File: src/design/lr_pkg.sv
// Shared types for the line rasterizer: command codes and direction flags.
// No dependencies; the classify, advance and top-level files refer to it by scoped names.
package lr_pkg;

	// Command carried by each request item.
	typedef enum logic {
		CMD_LOAD = 1'b0,
		CMD_STEP = 1'b1
	} cmd_t;

	// Octant of a line: which axis is major and which way each axis moves.
	typedef struct packed {
		logic major_is_y;
		logic x_down;
		logic y_down;
	} dir_t;

endpackage

File: src/design/lr_req_if.sv
// Request channel of the line rasterizer: valid/ready plus command and end points.
// Depends on nothing; width follows the COORD_BITS parameter.
interface lr_req_if #(
	parameter int COORD_BITS = 12
);
	logic                  valid;
	logic                  ready;
	logic                  cmd;
	logic [COORD_BITS-1:0] x_start;
	logic [COORD_BITS-1:0] y_start;
	logic [COORD_BITS-1:0] x_end;
	logic [COORD_BITS-1:0] y_end;

	modport source (output valid, cmd, x_start, y_start, x_end, y_end, input ready);
	modport sink   (input valid, cmd, x_start, y_start, x_end, y_end, output ready);
endinterface

File: src/design/lr_pix_if.sv
// Pixel channel of the line rasterizer: valid/ready plus one pixel item.
// Depends on nothing; width follows the COORD_BITS parameter.
interface lr_pix_if #(
	parameter int COORD_BITS = 12
);
	logic                  valid;
	logic                  ready;
	logic [COORD_BITS-1:0] pixel_x;
	logic [COORD_BITS-1:0] pixel_y;
	logic                  point_valid;
	logic                  last_point;

	modport source (output valid, pixel_x, pixel_y, point_valid, last_point, input ready);
	modport sink   (input valid, pixel_x, pixel_y, point_valid, last_point, output ready);
endinterface

File: src/design/lr_classify.sv
// Load path: octant classification and Bresenham setup terms for a new line.
// Depends on lr_pkg (dir_t).
module lr_classify #(
	parameter int COORD_BITS = 12
) (
	input  logic [COORD_BITS-1:0]        x_start,
	input  logic [COORD_BITS-1:0]        y_start,
	input  logic [COORD_BITS-1:0]        x_end,
	input  logic [COORD_BITS-1:0]        y_end,
	output lr_pkg::dir_t                 dir,
	output logic [COORD_BITS-1:0]        steps,
	output logic signed [COORD_BITS+1:0] decision,
	output logic signed [COORD_BITS+1:0] straight,
	output logic signed [COORD_BITS+1:0] diagonal,
	output logic                         active
);
	logic [COORD_BITS:0]   dx;
	logic [COORD_BITS:0]   dy;
	logic [COORD_BITS:0]   dx_neg;
	logic [COORD_BITS:0]   dy_neg;
	logic [COORD_BITS-1:0] adx;
	logic [COORD_BITS-1:0] ady;
	logic [COORD_BITS-1:0] major;
	logic [COORD_BITS-1:0] minor;

	// Signed deltas and their magnitudes; a magnitude always fits COORD_BITS.
	always_comb begin
		dx     = {1'b0, x_end} - {1'b0, x_start};
		dy     = {1'b0, y_end} - {1'b0, y_start};
		dx_neg = -dx;
		dy_neg = -dy;
		adx    = dx[COORD_BITS] ? dx_neg[COORD_BITS-1:0] : dx[COORD_BITS-1:0];
		ady    = dy[COORD_BITS] ? dy_neg[COORD_BITS-1:0] : dy[COORD_BITS-1:0];
	end

	// Pick the major axis; a tie goes to y.
	always_comb begin
		dir.major_is_y = (ady >= adx);
		dir.x_down     = dx[COORD_BITS];
		dir.y_down     = dy[COORD_BITS];
		major          = dir.major_is_y ? ady : adx;
		minor          = dir.major_is_y ? adx : ady;
	end

	// Decision term 2*minor - major and its two increments.
	always_comb begin
		straight = {1'b0, minor, 1'b0};
		decision = straight - {2'b00, major};
		diagonal = straight - {1'b0, major, 1'b0};
		steps    = major;
		active   = (major != '0);
	end
endmodule

File: src/design/lr_advance.sv
// Step path: one Bresenham iteration from the current line state.
// Depends on lr_pkg (dir_t).
module lr_advance #(
	parameter int COORD_BITS = 12
) (
	input  logic [COORD_BITS-1:0]        cur_x,
	input  logic [COORD_BITS-1:0]        cur_y,
	input  logic [COORD_BITS-1:0]        steps_left,
	input  logic signed [COORD_BITS+1:0] decision,
	input  logic signed [COORD_BITS+1:0] straight,
	input  logic signed [COORD_BITS+1:0] diagonal,
	input  lr_pkg::dir_t                 dir,
	output logic [COORD_BITS-1:0]        nxt_x,
	output logic [COORD_BITS-1:0]        nxt_y,
	output logic [COORD_BITS-1:0]        nxt_steps,
	output logic signed [COORD_BITS+1:0] nxt_decision,
	output logic                         last
);
	logic                  minor_moves;
	logic                  x_moves;
	logic                  y_moves;
	logic [COORD_BITS-1:0] x_moved;
	logic [COORD_BITS-1:0] y_moved;

	// The minor axis moves when the decision term is not negative.
	always_comb begin
		minor_moves = ~decision[COORD_BITS+1];
		x_moves     = dir.major_is_y ? minor_moves : 1'b1;
		y_moves     = dir.major_is_y ? 1'b1 : minor_moves;
		x_moved     = dir.x_down ? cur_x - 1'b1 : cur_x + 1'b1;
		y_moved     = dir.y_down ? cur_y - 1'b1 : cur_y + 1'b1;
		nxt_x       = x_moves ? x_moved : cur_x;
		nxt_y       = y_moves ? y_moved : cur_y;
	end

	// Update the decision term and the remaining pixel count.
	always_comb begin
		nxt_decision = decision + (minor_moves ? diagonal : straight);
		nxt_steps    = steps_left - 1'b1;
		last         = (steps_left == {{(COORD_BITS-1){1'b0}}, 1'b1});
	end
endmodule

File: src/design/line_rasterizer.sv
// Top level of the Bresenham line rasterizer: request register, line state, pixel register.
// Depends on lr_pkg, lr_req_if, lr_pix_if, lr_classify and lr_advance.
//
//   channel | modport | carries
//   --------+---------+-----------------------------------------------
//   req     | sink    | cmd, x_start, y_start, x_end, y_end
//   pix     | source  | pixel_x, pixel_y, point_valid, last_point
//
// A request item is registered, then handled from the request register: a load
// rewrites the line state, a step updates it and writes one pixel item.
// One item per cycle is sustained while pix is not stalled; the load setup (deltas,
// magnitude compare and the decision subtraction) is the longest path.
// Reset leaves no line active. A stalled pix holds its item; a step waits in
// the request register meanwhile, and loads still pass through.
module line_rasterizer #(
	parameter int COORD_BITS = 12
) (
	input logic            clk,
	input logic            arst_n,
	lr_req_if.sink         req,
	lr_pix_if.source       pix
);
	// Request register.
	logic                  valid_s1;
	logic                  cmd_s1;
	logic [COORD_BITS-1:0] x_start_s1;
	logic [COORD_BITS-1:0] y_start_s1;
	logic [COORD_BITS-1:0] x_end_s1;
	logic [COORD_BITS-1:0] y_end_s1;

	// Line state.
	logic [COORD_BITS-1:0]        cur_x_q;
	logic [COORD_BITS-1:0]        cur_y_q;
	logic [COORD_BITS-1:0]        steps_q;
	logic signed [COORD_BITS+1:0] decision_q;
	logic signed [COORD_BITS+1:0] straight_q;
	logic signed [COORD_BITS+1:0] diagonal_q;
	lr_pkg::dir_t                 dir_q;
	logic                         active_q;

	// Pixel register.
	logic                  out_valid_q;
	logic [COORD_BITS-1:0] pixel_x_q;
	logic [COORD_BITS-1:0] pixel_y_q;
	logic                  point_valid_q;
	logic                  last_point_q;

	// Load and step results.
	lr_pkg::dir_t                 ld_dir;
	logic [COORD_BITS-1:0]        ld_steps;
	logic signed [COORD_BITS+1:0] ld_decision;
	logic signed [COORD_BITS+1:0] ld_straight;
	logic signed [COORD_BITS+1:0] ld_diagonal;
	logic                         ld_active;
	logic [COORD_BITS-1:0]        st_x;
	logic [COORD_BITS-1:0]        st_y;
	logic [COORD_BITS-1:0]        st_steps;
	logic signed [COORD_BITS+1:0] st_decision;
	logic                         st_last;

	logic is_load;
	logic is_step;
	logic advance;

	lr_classify #(.COORD_BITS(COORD_BITS)) u_classify (
		.x_start  (x_start_s1),
		.y_start  (y_start_s1),
		.x_end    (x_end_s1),
		.y_end    (y_end_s1),
		.dir      (ld_dir),
		.steps    (ld_steps),
		.decision (ld_decision),
		.straight (ld_straight),
		.diagonal (ld_diagonal),
		.active   (ld_active)
	);

	lr_advance #(.COORD_BITS(COORD_BITS)) u_advance (
		.cur_x        (cur_x_q),
		.cur_y        (cur_y_q),
		.steps_left   (steps_q),
		.decision     (decision_q),
		.straight     (straight_q),
		.diagonal     (diagonal_q),
		.dir          (dir_q),
		.nxt_x        (st_x),
		.nxt_y        (st_y),
		.nxt_steps    (st_steps),
		.nxt_decision (st_decision),
		.last         (st_last)
	);

	// A load always completes; a step needs room in the pixel register.
	always_comb begin
		is_load   = valid_s1 && (cmd_s1 == lr_pkg::CMD_LOAD);
		is_step   = valid_s1 && (cmd_s1 == lr_pkg::CMD_STEP);
		advance   = is_load || (is_step && (!out_valid_q || pix.ready));
		req.ready = !valid_s1 || advance;
	end

	// Request register.
	always_ff @(posedge clk or negedge arst_n) begin
		if (!arst_n) begin
			valid_s1 <= 1'b0;
		end else if (req.ready) begin
			valid_s1 <= req.valid;
		end
	end

	always_ff @(posedge clk) begin
		if (req.ready && req.valid) begin
			cmd_s1     <= req.cmd;
			x_start_s1 <= req.x_start;
			y_start_s1 <= req.y_start;
			x_end_s1   <= req.x_end;
			y_end_s1   <= req.y_end;
		end
	end

	// Line state: rewritten by a load, advanced by a step on an active line.
	always_ff @(posedge clk or negedge arst_n) begin
		if (!arst_n) begin
			cur_x_q    <= '0;
			cur_y_q    <= '0;
			steps_q    <= '0;
			decision_q <= '0;
			straight_q <= '0;
			diagonal_q <= '0;
			dir_q      <= '0;
			active_q   <= 1'b0;
		end else if (is_load) begin
			cur_x_q    <= x_start_s1;
			cur_y_q    <= y_start_s1;
			steps_q    <= ld_steps;
			decision_q <= ld_decision;
			straight_q <= ld_straight;
			diagonal_q <= ld_diagonal;
			dir_q      <= ld_dir;
			active_q   <= ld_active;
		end else if (advance && active_q) begin
			cur_x_q    <= st_x;
			cur_y_q    <= st_y;
			steps_q    <= st_steps;
			decision_q <= st_decision;
			active_q   <= (st_steps != '0);
		end
	end

	// Pixel register valid flag.
	always_ff @(posedge clk or negedge arst_n) begin
		if (!arst_n) begin
			out_valid_q <= 1'b0;
		end else if (advance && is_step) begin
			out_valid_q <= 1'b1;
		end else if (pix.ready) begin
			out_valid_q <= 1'b0;
		end
	end

	// Pixel register payload; a step with no active line reads as all zero.
	always_ff @(posedge clk) begin
		if (advance && is_step) begin
			pixel_x_q     <= active_q ? cur_x_q : '0;
			pixel_y_q     <= active_q ? cur_y_q : '0;
			point_valid_q <= active_q;
			last_point_q  <= active_q && st_last;
		end
	end

	assign pix.valid       = out_valid_q;
	assign pix.pixel_x     = pixel_x_q;
	assign pix.pixel_y     = pixel_y_q;
	assign pix.point_valid = point_valid_q;
	assign pix.last_point  = last_point_q;
endmodule

File: src/flat_wrapper.sv
// flat-port wrapper written by rule: the top's interface ports become plain ports
module line_rasterizer_flat 
#(
	parameter int COORD_BITS = 12
)
  (clk, arst_n, req_valid, req_cmd, req_x_start, req_y_start, req_x_end, req_y_end, req_ready, pix_valid, pix_pixel_x, pix_pixel_y, pix_point_valid, pix_last_point, pix_ready);
  lr_req_if #(.COORD_BITS(COORD_BITS)) req_i ();
  lr_pix_if #(.COORD_BITS(COORD_BITS)) pix_i ();
  input logic clk;
  input logic arst_n;
  input wire logic [$bits(req_i.valid)-1:0] req_valid;
  input wire logic [$bits(req_i.cmd)-1:0] req_cmd;
  input wire logic [$bits(req_i.x_start)-1:0] req_x_start;
  input wire logic [$bits(req_i.y_start)-1:0] req_y_start;
  input wire logic [$bits(req_i.x_end)-1:0] req_x_end;
  input wire logic [$bits(req_i.y_end)-1:0] req_y_end;
  output wire logic [$bits(req_i.ready)-1:0] req_ready;
  output wire logic [$bits(pix_i.valid)-1:0] pix_valid;
  output wire logic [$bits(pix_i.pixel_x)-1:0] pix_pixel_x;
  output wire logic [$bits(pix_i.pixel_y)-1:0] pix_pixel_y;
  output wire logic [$bits(pix_i.point_valid)-1:0] pix_point_valid;
  output wire logic [$bits(pix_i.last_point)-1:0] pix_last_point;
  input wire logic [$bits(pix_i.ready)-1:0] pix_ready;
  assign req_i.valid = req_valid;
  assign req_i.cmd = req_cmd;
  assign req_i.x_start = req_x_start;
  assign req_i.y_start = req_y_start;
  assign req_i.x_end = req_x_end;
  assign req_i.y_end = req_y_end;
  assign req_ready = req_i.ready;
  assign pix_valid = pix_i.valid;
  assign pix_pixel_x = pix_i.pixel_x;
  assign pix_pixel_y = pix_i.pixel_y;
  assign pix_point_valid = pix_i.point_valid;
  assign pix_last_point = pix_i.last_point;
  assign pix_i.ready = pix_ready;
  line_rasterizer #(.COORD_BITS(COORD_BITS)) u_core (.clk(clk), .arst_n(arst_n), .req(req_i), .pix(pix_i));
endmodule
File: config.mk
export PLATFORM = sky130hd
export DESIGN_NAME = line_rasterizer_flat
export DESIGN_NICKNAME = d
export VERILOG_FILES = /design/src/design/lr_pkg.sv /design/src/design/lr_req_if.sv /design/src/design/lr_pix_if.sv /design/src/design/lr_classify.sv /design/src/design/lr_advance.sv /design/src/design/line_rasterizer.sv /design/src/flat_wrapper.sv
export SDC_FILE = /design/constraint.sdc
export NUM_CORES = 1
export LEC_CHECK = 0
export BUFFER_PORTS_ARGS = -buffer_cell sky130_fd_sc_hd__buf_2
export CORE_AREA = 2 2 145 147
export DETAILED_ROUTE_END_ITERATION = 16
export DIE_AREA = 0 0 147 149
export PLACE_DENSITY = 0.73
export SYNTH_ARGS = -nofsm -noshare
export SYNTH_HDL_FRONTEND = slang
export SYNTH_SLANG_ARGS = --single-unit
File: constraint.sdc
create_clock -name clk -period 16.3 [get_ports clk]
set_clock_uncertainty 0.1 [all_clocks]
set_input_delay 2.445 -clock clk [delete_from_list [all_inputs] [get_ports clk]]
set_output_delay 2.445 -clock clk [all_outputs]
set_load 0.02 [all_outputs]
==> results of run 1 <==
[power by group]
part           switching, mW  internal, mW  total (mW)
clock                  0.180         0.217       0.397
combinational          0.901         0.619        1.52
sequential            0.0916         0.514       0.605
[stage by stage]
stage	power, mW	hold slack, ns	area (um2)	instances
3_5_place_dp	2.108	0.3620	11620	1507
5_1_grt	2.722	0.4026	12210	1539
4_1_cts	2.514	0.3767	12210	1539
6_report	2.523	0.3709	12210	1539
2_1_floorplan	1.776	0.3231	11010	1190
3_3_place_gp	2.079	0.3565	11620	1507
[flip-flops by register name (all words and copies together) (netlist names)]
register	flops
u_core.decision_q	13
u_core.diagonal_q	13
u_core.cur_x_q	12
u_core.cur_y_q	12
u_core.pix.pixel_x	12
u_core.pix.pixel_y	12
u_core.steps_q	12
u_core.straight_q	12
u_core.x_end_s1	12
u_core.x_start_s1	12
u_core.y_end_s1	12
u_core.y_start_s1	12
u_core.dir_q	3
u_core.active_q	1
u_core.cmd_s1	1
u_core.pix.last_point	1
u_core.pix.point_valid	1
u_core.pix.valid	1
u_core.valid_s1	1
[per-layer routing]
layer / up-vias / track usage (%) / share of wire (%)
met5: - / 0 / 0.049
met4: 2 / 5.817 / 1.2
met3: 21 / 4.373 / 7.0
met2: 298 / 40.26 / 46
met1: 4240 / 35.23 / 45
li1: 4412 / - / -
[layout make-up]
cell class                      count  area share [%]
Clock buffer                       18           3.516
Clock inverter                     14           1.240
Inverter                           84           2.583
Multi-Input combinational cell    905           51.19
Sequential cell                   155           34.85
Tap cell                          275           2.819
Timing Repair Buffer               88           3.793
[synth_stat cells (3+ instances only)]
master	n	area (um2)
a311oi_1	3	26.28
a21oi_1	101	505.5
and3_1	6	37.54
nor4_1	5	31.28
nand4_1	9	56.30
o21ai_0	83	415.4
edfxtp_1	75	2252
dfrtp_1	80	2002
o211a_1	3	30.03
mux2_2	17	191.4
a21o_1	18	135.1
o21ai_1	9	45.04
nor2_1	100	375.4
a2111o_1	3	33.78
maj3_1	4	40.04
a21oi_2	5	43.79
nand2b_1	18	112.6
a31oi_1	11	68.82
a211oi_1	36	270.3
o21a_1	4	30.03
ha_1	78	975.9
fa_1	6	120.1
nor2b_1	18	112.6
o221ai_1	6	52.55
nor3_1	26	130.1
xor2_1	22	192.7
inv_1	83	311.6
mux2i_1	9	90.09
o31ai_1	5	37.54
nand2_1	90	337.8
nand3_1	22	110.1
xnor2_1	59	516.8
or3_1	11	68.82
o21bai_1	17	127.6
clkbuf_1	38	142.6
and2_1	34	212.7
buf_4	4	30.03
[critical path, delay by kind of cell, from the launching register on]
family	cells	cell delay (ns)
muxes	3	0.59
adders and majority gates	6	1.85
and+or+nand+nor	3	0.79
DFF	1	0.35
buffers and inverters	3	0.32
xor gates and xnor gates	1	0.59
AOI/OAI and AO/OA	14	3.44
[cell families after synthesis]
family | share of synthesized area (%)
compound gates | 21.24
xor+xnor | 6.592
fa+ha+maj | 10.32
buf+inv | 4.728
flops | 38.64
mux | 2.557
simple gates | 15.92
[worst max path at each step]
stage / depth (start not counted) / endpoint / slack (ns) / start
6_report: 30 / u_core.decision_q[10]$_DFFE_PN0P_ / 8.09 / u_core.y_end_s1[0]$_DFFE_PP_
5_1_grt: 30 / u_core.decision_q[10]$_DFFE_PN0P_ / 7.46 / u_core.y_end_s1[0]$_DFFE_PP_
4_1_cts: 30 / u_core.decision_q[10]$_DFFE_PN0P_ / 8.23 / u_core.y_end_s1[0]$_DFFE_PP_
3_5_place_dp: 30 / u_core.decision_q[10]$_DFFE_PN0P_ / 8.31 / u_core.y_end_s1[0]$_DFFE_PP_
3_3_place_gp: 30 / u_core.decision_q[10]$_DFFE_PN0P_ / 8.50 / u_core.y_end_s1[0]$_DFFE_PP_
2_1_floorplan: 36 / u_core.decision_q[10]$_DFFE_PN0P_ / 8.81 / u_core.y_end_s1[0]$_DFFE_PP_
==> impl_metrics.yaml, run 1 <==
clocking:
  clockRootBuffer: "clkbuf_16"
  clk_latency_ns: 0.44
  cts_made_buffers: 17
  post_cts_resized: 0
  path_clk_slew_ns: 0.07
  clk_path_buf_depth: 2
  post_cts_buffers: 0
  cts_tree: "done"
  htreeDepth: 4
  cts_hold_buffers: 0
  cts_num_sinks: 155
finish:
  multi_input_area_um2: 6248
  final_nets: 1388
  area_growth_pct: 10.87
  nFillCells: 1787
  mostFrequentLayoutCells: "101 x a21oi_1, 99 x nor2_1, 90 x nand2_1"
  mostFrequentLayoutCell: "a21oi_1"
  final_util_pct: 59.37
  n_antenna_cell: 0
  layout-drive-gt1-share_pct: 13.61
  final-seq-area_um2: 4254
timing:
  setup_ws_ns: 8.086
  rsz0062_at_grt: "no"
  fin_setup_tns_ns: 0
  hold_viol: 0
  fin_crit_ns: 8.214
  fmax_mhz: 121.7
  slew_violations: 0
  max-slew-margin-rel_pct: 21.68
  finalCritPeriodShare_pct: 50.39
  setup_viol: 0
  worst_pin_slew_ns: 1.175
detailed_routing:
  wire_per_inst_um: 17.21
  antenna_left: 0
  vias_per_cell: 5.830
  drc: 0
  wl_um: 26480
  drtIter0Drc: 610
  vias: 8973
  dr.pass1.iters: 5
status:
  status: "completed"
critical_path:
  rr_endpoint: "u_core.decision_q[10]$_DFFE_PN0P_"
  r2r_cells: 30
  crit_required_ns: 16.48
  worstPathArrival_ns: 8.39
  path_class: "reg -> reg"
  rr_startpoint: "u_core.y_end_s1[0]$_DFFE_PP_"
  path_max_fanout: 20
  crit_slowest_cell: "xnor2_1"
  cpPeakStageDelay_ns: 0.59
  r2r_slack_ns: 8.09
  start_kind: "flip-flop"
  end_kind: "flip-flop"
job:
  cap_viol_max_count: 0
power:
  powerDensity_nw_per_um2: 206.7
  p_leak_nw: 5.163
  irDropWorstVdd_mv: 0.1017
die:
  die_area_um2: 21900
  die_w_um: 147
  start_util_pct: 53.55
  die_y_um: 149
  rows: 53
  io_pins: 81
  core_area_um2: 20560
yosys:
  synth_area_per_cell_um2: 9.252
  yosys_warnings: 0
  synth_edf_count: 75
  synthCells: 1190
  ys.flop_type: "dfrtp_1"
  ys_seq_elements: 155
  yosysSeqAreaShare_pct: 38.64
  synth_cell_type_count: 87
  synth.net_count: 1327
  synth_area_um2: 11010
  ys_async_sr_fraction_pct: 51.61
global_route:
  grt_pass1_wl_um: 43170
  grt_pass1_vias: 8607
  grt_overflow_total: 0
  grt_usage_pct: 24.89
  antenna_found_initial: 4
  grt_max_degree: 90
worst_hold_path:
  hp-start: "u_core.straight_q[1]$_DFFE_PN0P_"
  hp-class: "reg -> reg"
  min_to: "u_core.straight_q[1]$_DFFE_PN0P_"
  hold_depth: 2
placement:
  dp_hpwl_um: 19840
  dp_slack_ns: 8.305
  port_buffers: 80
  gp_congestion: 0.9142
No activity file was read; power rests on OpenSTA's default activity.
==> inputs of run 2 (changes only) <==
--- a/config.mk
+++ b/config.mk
@@ -5,11 +5,12 @@
 export SDC_FILE = /design/constraint.sdc
 export NUM_CORES = 1
 export LEC_CHECK = 0
+export ABC_AREA = 1
 export BUFFER_PORTS_ARGS = -buffer_cell sky130_fd_sc_hd__buf_2
-export CORE_AREA = 2 2 145 147
+export CORE_AREA = 2 2 147 149
 export DETAILED_ROUTE_END_ITERATION = 16
-export DIE_AREA = 0 0 147 149
-export PLACE_DENSITY = 0.73
+export DIE_AREA = 0 0 149 151
+export PLACE_DENSITY = 0.75
 export SYNTH_ARGS = -nofsm -noshare
 export SYNTH_HDL_FRONTEND = slang
 export SYNTH_SLANG_ARGS = --single-unit
==> constraint.sdc (replaced) <==
create_clock -name clk -period 7.15 [get_ports clk]
set_clock_uncertainty 0.1 [all_clocks]
set_input_delay 1.0725 -clock clk [delete_from_list [all_inputs] [get_ports clk]]
set_output_delay 1.0725 -clock clk [all_outputs]
set_load 0.02 [all_outputs]
==> run 2 against run 1 <==
Sequential cell count did not move. Register-to-register slack got worse by 7.3 ns. First-iteration DRC count rose by 45%. Global-route usage rose by 1.6 points. Total power rose by 150%.
==> impl_metrics.yaml, run 2 <==
status:
  status: "completed"
critical_path:
  end_kind: "flip-flop"
  rr_startpoint: "u_core.x_end_s1[0]$_DFFE_PP_"
  path_class: "reg -> reg"
  worstPathArrival_ns: 6.59
  crit_slowest_cell: "fa_1"
  r2r_cells: 34
  critical_path_buf_inv_count: 5
  start_kind: "flip-flop"
  cpMostUsedCell: "nand2_1"
  path_max_fanout: 42
  cpPeakStageDelay_ns: 0.45
  r2r_slack_ns: 0.81
  crit_required_ns: 7.40
  crit_family: "simple AND/OR/NAND/NOR gates"
  rr_endpoint: "u_core.decision_q[7]$_DFFE_PN0P_"
yosys:
  synth_commonest_cells: "417 x nand2_1, 222 x inv_1, 102 x nor2_1, 89 x nand3_1, 87 x o21ai_0"
  ys_async_sr_fraction_pct: 51.61
  synth_edf_count: 75
  ys.flop_type: "dfrtp_1"
  ys_seq_elements: 155
  yosys_warnings: 0
  synth_area_per_cell_um2: 7.473
  yosysTopAreaCell: "edfxtp_1"
  synth_cell_type_count: 52
  synth_area_um2: 11280
  synth.net_count: 1646
  synth_area_leaders: "edfxtp_1 20%, dfrtp_1 18%, nand2_1 14%, ha_1 8.7%, inv_1 7.4%"
  yosysSeqAreaShare_pct: 37.72
  yosysMostFrequentCell: "nand2_1"
  synth_top_cell_area_share_pct: 19.97
  synthCells: 1509
timing:
  setup_viol: 0
  fin_crit_ns: 6.339
  hold_viol: 0
  max-slew-margin-rel_pct: 26.73
  worst_pin_slew_ns: 1.099
  rsz0062_at_grt: "no"
  holdWs_ns: 0.3694
  slew_violations: 0
  finalCritPeriodShare_pct: 88.65
  fmax_mhz: 157.8
  fin_setup_tns_ns: 0
power:
  swShare_pct: 50.11
  combPwrFrac_pct: 62.3
  p_leak_nw: 6.476
  p_sw_mw: 3.134
  power_frac_clock_pct: 15.2
  irDropWorstVdd_mv: 0.2113
  power.internal_mw: 3.121
  seqPwrFrac_pct: 22.5
  powerDensity_nw_per_um2: 498.2
detailed_routing:
  drtIter0Drc: 886
  vias: 10052
  wire_per_inst_um: 15.34
  wl_met1_um: 12940
  dr.pass1.iters: 6
  drc: 0
  vias_per_cell: 5.375
  wl_met3_um: 1787
  wl_um: 28680
  met2WireLength_um: 13400
  top_layer: "met4"
  antenna_left: 0
die:
  die_area_um2: 22500
  die_w_um: 149
  rows: 53
  start_util_pct: 54.16
  die_y_um: 151
  core_area_um2: 20820
  io_pins: 81
placement:
  dp_hpwl_um: 21250
  gp_congestion: 0.9613
  post-place-cells: 1838
  port_buffers: 80
worst_hold_path:
  min_to: "u_core.diagonal_q[2]$_DFFE_PN0P_"
  hp-start: "u_core.diagonal_q[2]$_DFFE_PN0P_"
  hold_depth: 2
  hp-class: "reg -> reg"
global_route:
  grt_overflow_total: 0
  grt_max_degree: 74
  grt_pass1_vias: 9541
  grt_usage_pct: 26.47
  antenna_found_initial: 0
  grt_pass1_wl_um: 46930
clocking:
  htreeDepth: 4
  cts_made_buffers: 17
  post_cts_buffers: 0
  clk_latency_ns: 0.42
  cts_hold_buffers: 0
  post_cts_resized: 0
  cts_tree: "done"
  clockRootBuffer: "clkbuf_16"
  clk_path_buf_depth: 2
  cts_num_sinks: 155
  path_clk_slew_ns: 0.06
finish:
  mostFrequentLayoutCells: "417 x nand2_1, 221 x inv_1, 99 x nor2_1"
  finalNonFillerCells: 1870
  final-seq-area_um2: 4254
  nFillCells: 1869
  layout-drive-gt1-share_pct: 11.72
  mostFrequentLayoutCell: "nand2_1"
  area_growth_pct: 11.34
  final_nets: 1719
  reg_top3: "u_core.decision_q x13, u_core.diagonal_q x13"
  multi_input_area_um2: 5995
  n_antenna_cell: 0
job:
  cap_viol_max_count: 0
run 2: cell types whose count changed after synthesis, moves of 17 or more:
| cell | previous run | this run |
|---|---|---|
| a211oi_1 | 36 | 4 |
| a21o_1 | 18 | 1 |
| a21oi_1 | 101 | 76 |
| and2_1 | 34 | 4 |
| inv_1 | 83 | 222 |
| mux2_2 | 17 | 0 |
| nand2_1 | 90 | 417 |
| nand2_2 | 0 | 27 |
| nand2b_1 | 18 | 0 |
| nand3_1 | 22 | 89 |
| nor2b_1 | 18 | 0 |
| xnor2_1 | 59 | 17 |
| xor2_1 | 22 | 43 |
run 2: final cells by class:
cell class                      count  share of cell area, %
Tap cell                          275                  2.740
Inverter                          233                  6.966
Clock inverter                     11                  1.276
Timing Repair Buffer               90                  3.807
Clock buffer                       21                  3.587
Multi-Input combinational cell   1085                  47.74
Sequential cell                   155                  33.88
run 2: metrics by stage:
| stage | power (mW) | setup WS (ns) | util [%] | instance area [um2] |
|---|---|---|---|---|
| after detailed placement | 5.210 | 0.9639 | 57.37 | 11950 |
| final | 6.255 | 0.8115 | 60.30 | 12560 |
| after global routing | 6.819 | 0.1887 | 60.30 | 12560 |
| after global placement | 5.148 | 1.097 | 57.37 | 11950 |
| after floorplan | 4.343 | 2.165 | - | 11280 |
| after CTS | 6.208 | 0.9311 | 60.30 | 12560 |
run 2: how the worst max path moves through the flow:
stage                                         to                          from  slack, ns  cells past startpoint
5_1_grt         u_core.decision_q[7]$_DFFE_PN0P_  u_core.x_end_s1[0]$_DFFE_PP_       0.19                     32
3_3_place_gp    u_core.decision_q[7]$_DFFE_PN0P_  u_core.x_end_s1[0]$_DFFE_PP_       1.10                     34
3_5_place_dp    u_core.decision_q[7]$_DFFE_PN0P_  u_core.x_end_s1[0]$_DFFE_PP_       0.96                     32
6_report        u_core.decision_q[7]$_DFFE_PN0P_  u_core.x_end_s1[0]$_DFFE_PP_       0.81                     34
2_1_floorplan  u_core.decision_q[12]$_DFFE_PN0P_  u_core.x_end_s1[0]$_DFFE_PP_       2.16                     34
4_1_cts         u_core.decision_q[7]$_DFFE_PN0P_  u_core.x_end_s1[0]$_DFFE_PP_       0.93                     34
run 2: power by group through the flow:
stage	combinational, mW	sequential [mW]	clock, mW
final	3.90	1.41	0.953
after global routing	4.39	1.44	0.995
after CTS	3.84	1.40	0.966
after detailed placement	3.79	1.42	0
after global placement	3.74	1.41	0
after floorplan	2.96	1.38	0
run 2: cells by family after synthesis:
kind of cell | after synthesis | share of synthesized area, %
adder cells (fa/ha/maj) | 84 | 9.719
AO/OA/AOI/OAI | 244 | 12.28
XOR/XNOR | 60 | 4.660
AND/OR/NAND/NOR | 697 | 26.30
flip-flops | 155 | 37.72
buffers and inverters | 269 | 9.320
run 2: tightest hold or removal path, delay by kind of cell (launching register included):
family	cells	cell delay, ns
DFF	1	0.33
and+or+nand+nor	2	0.10
run 2: per-layer routing:
metal / global-route usage [%] / vias to the layer above
li1: - / 5043
met1: 36.03 / 4637
met2: 44.47 / 321
met3: 3.524 / 51
met4: 7.571 / 0
met5: 0 / -
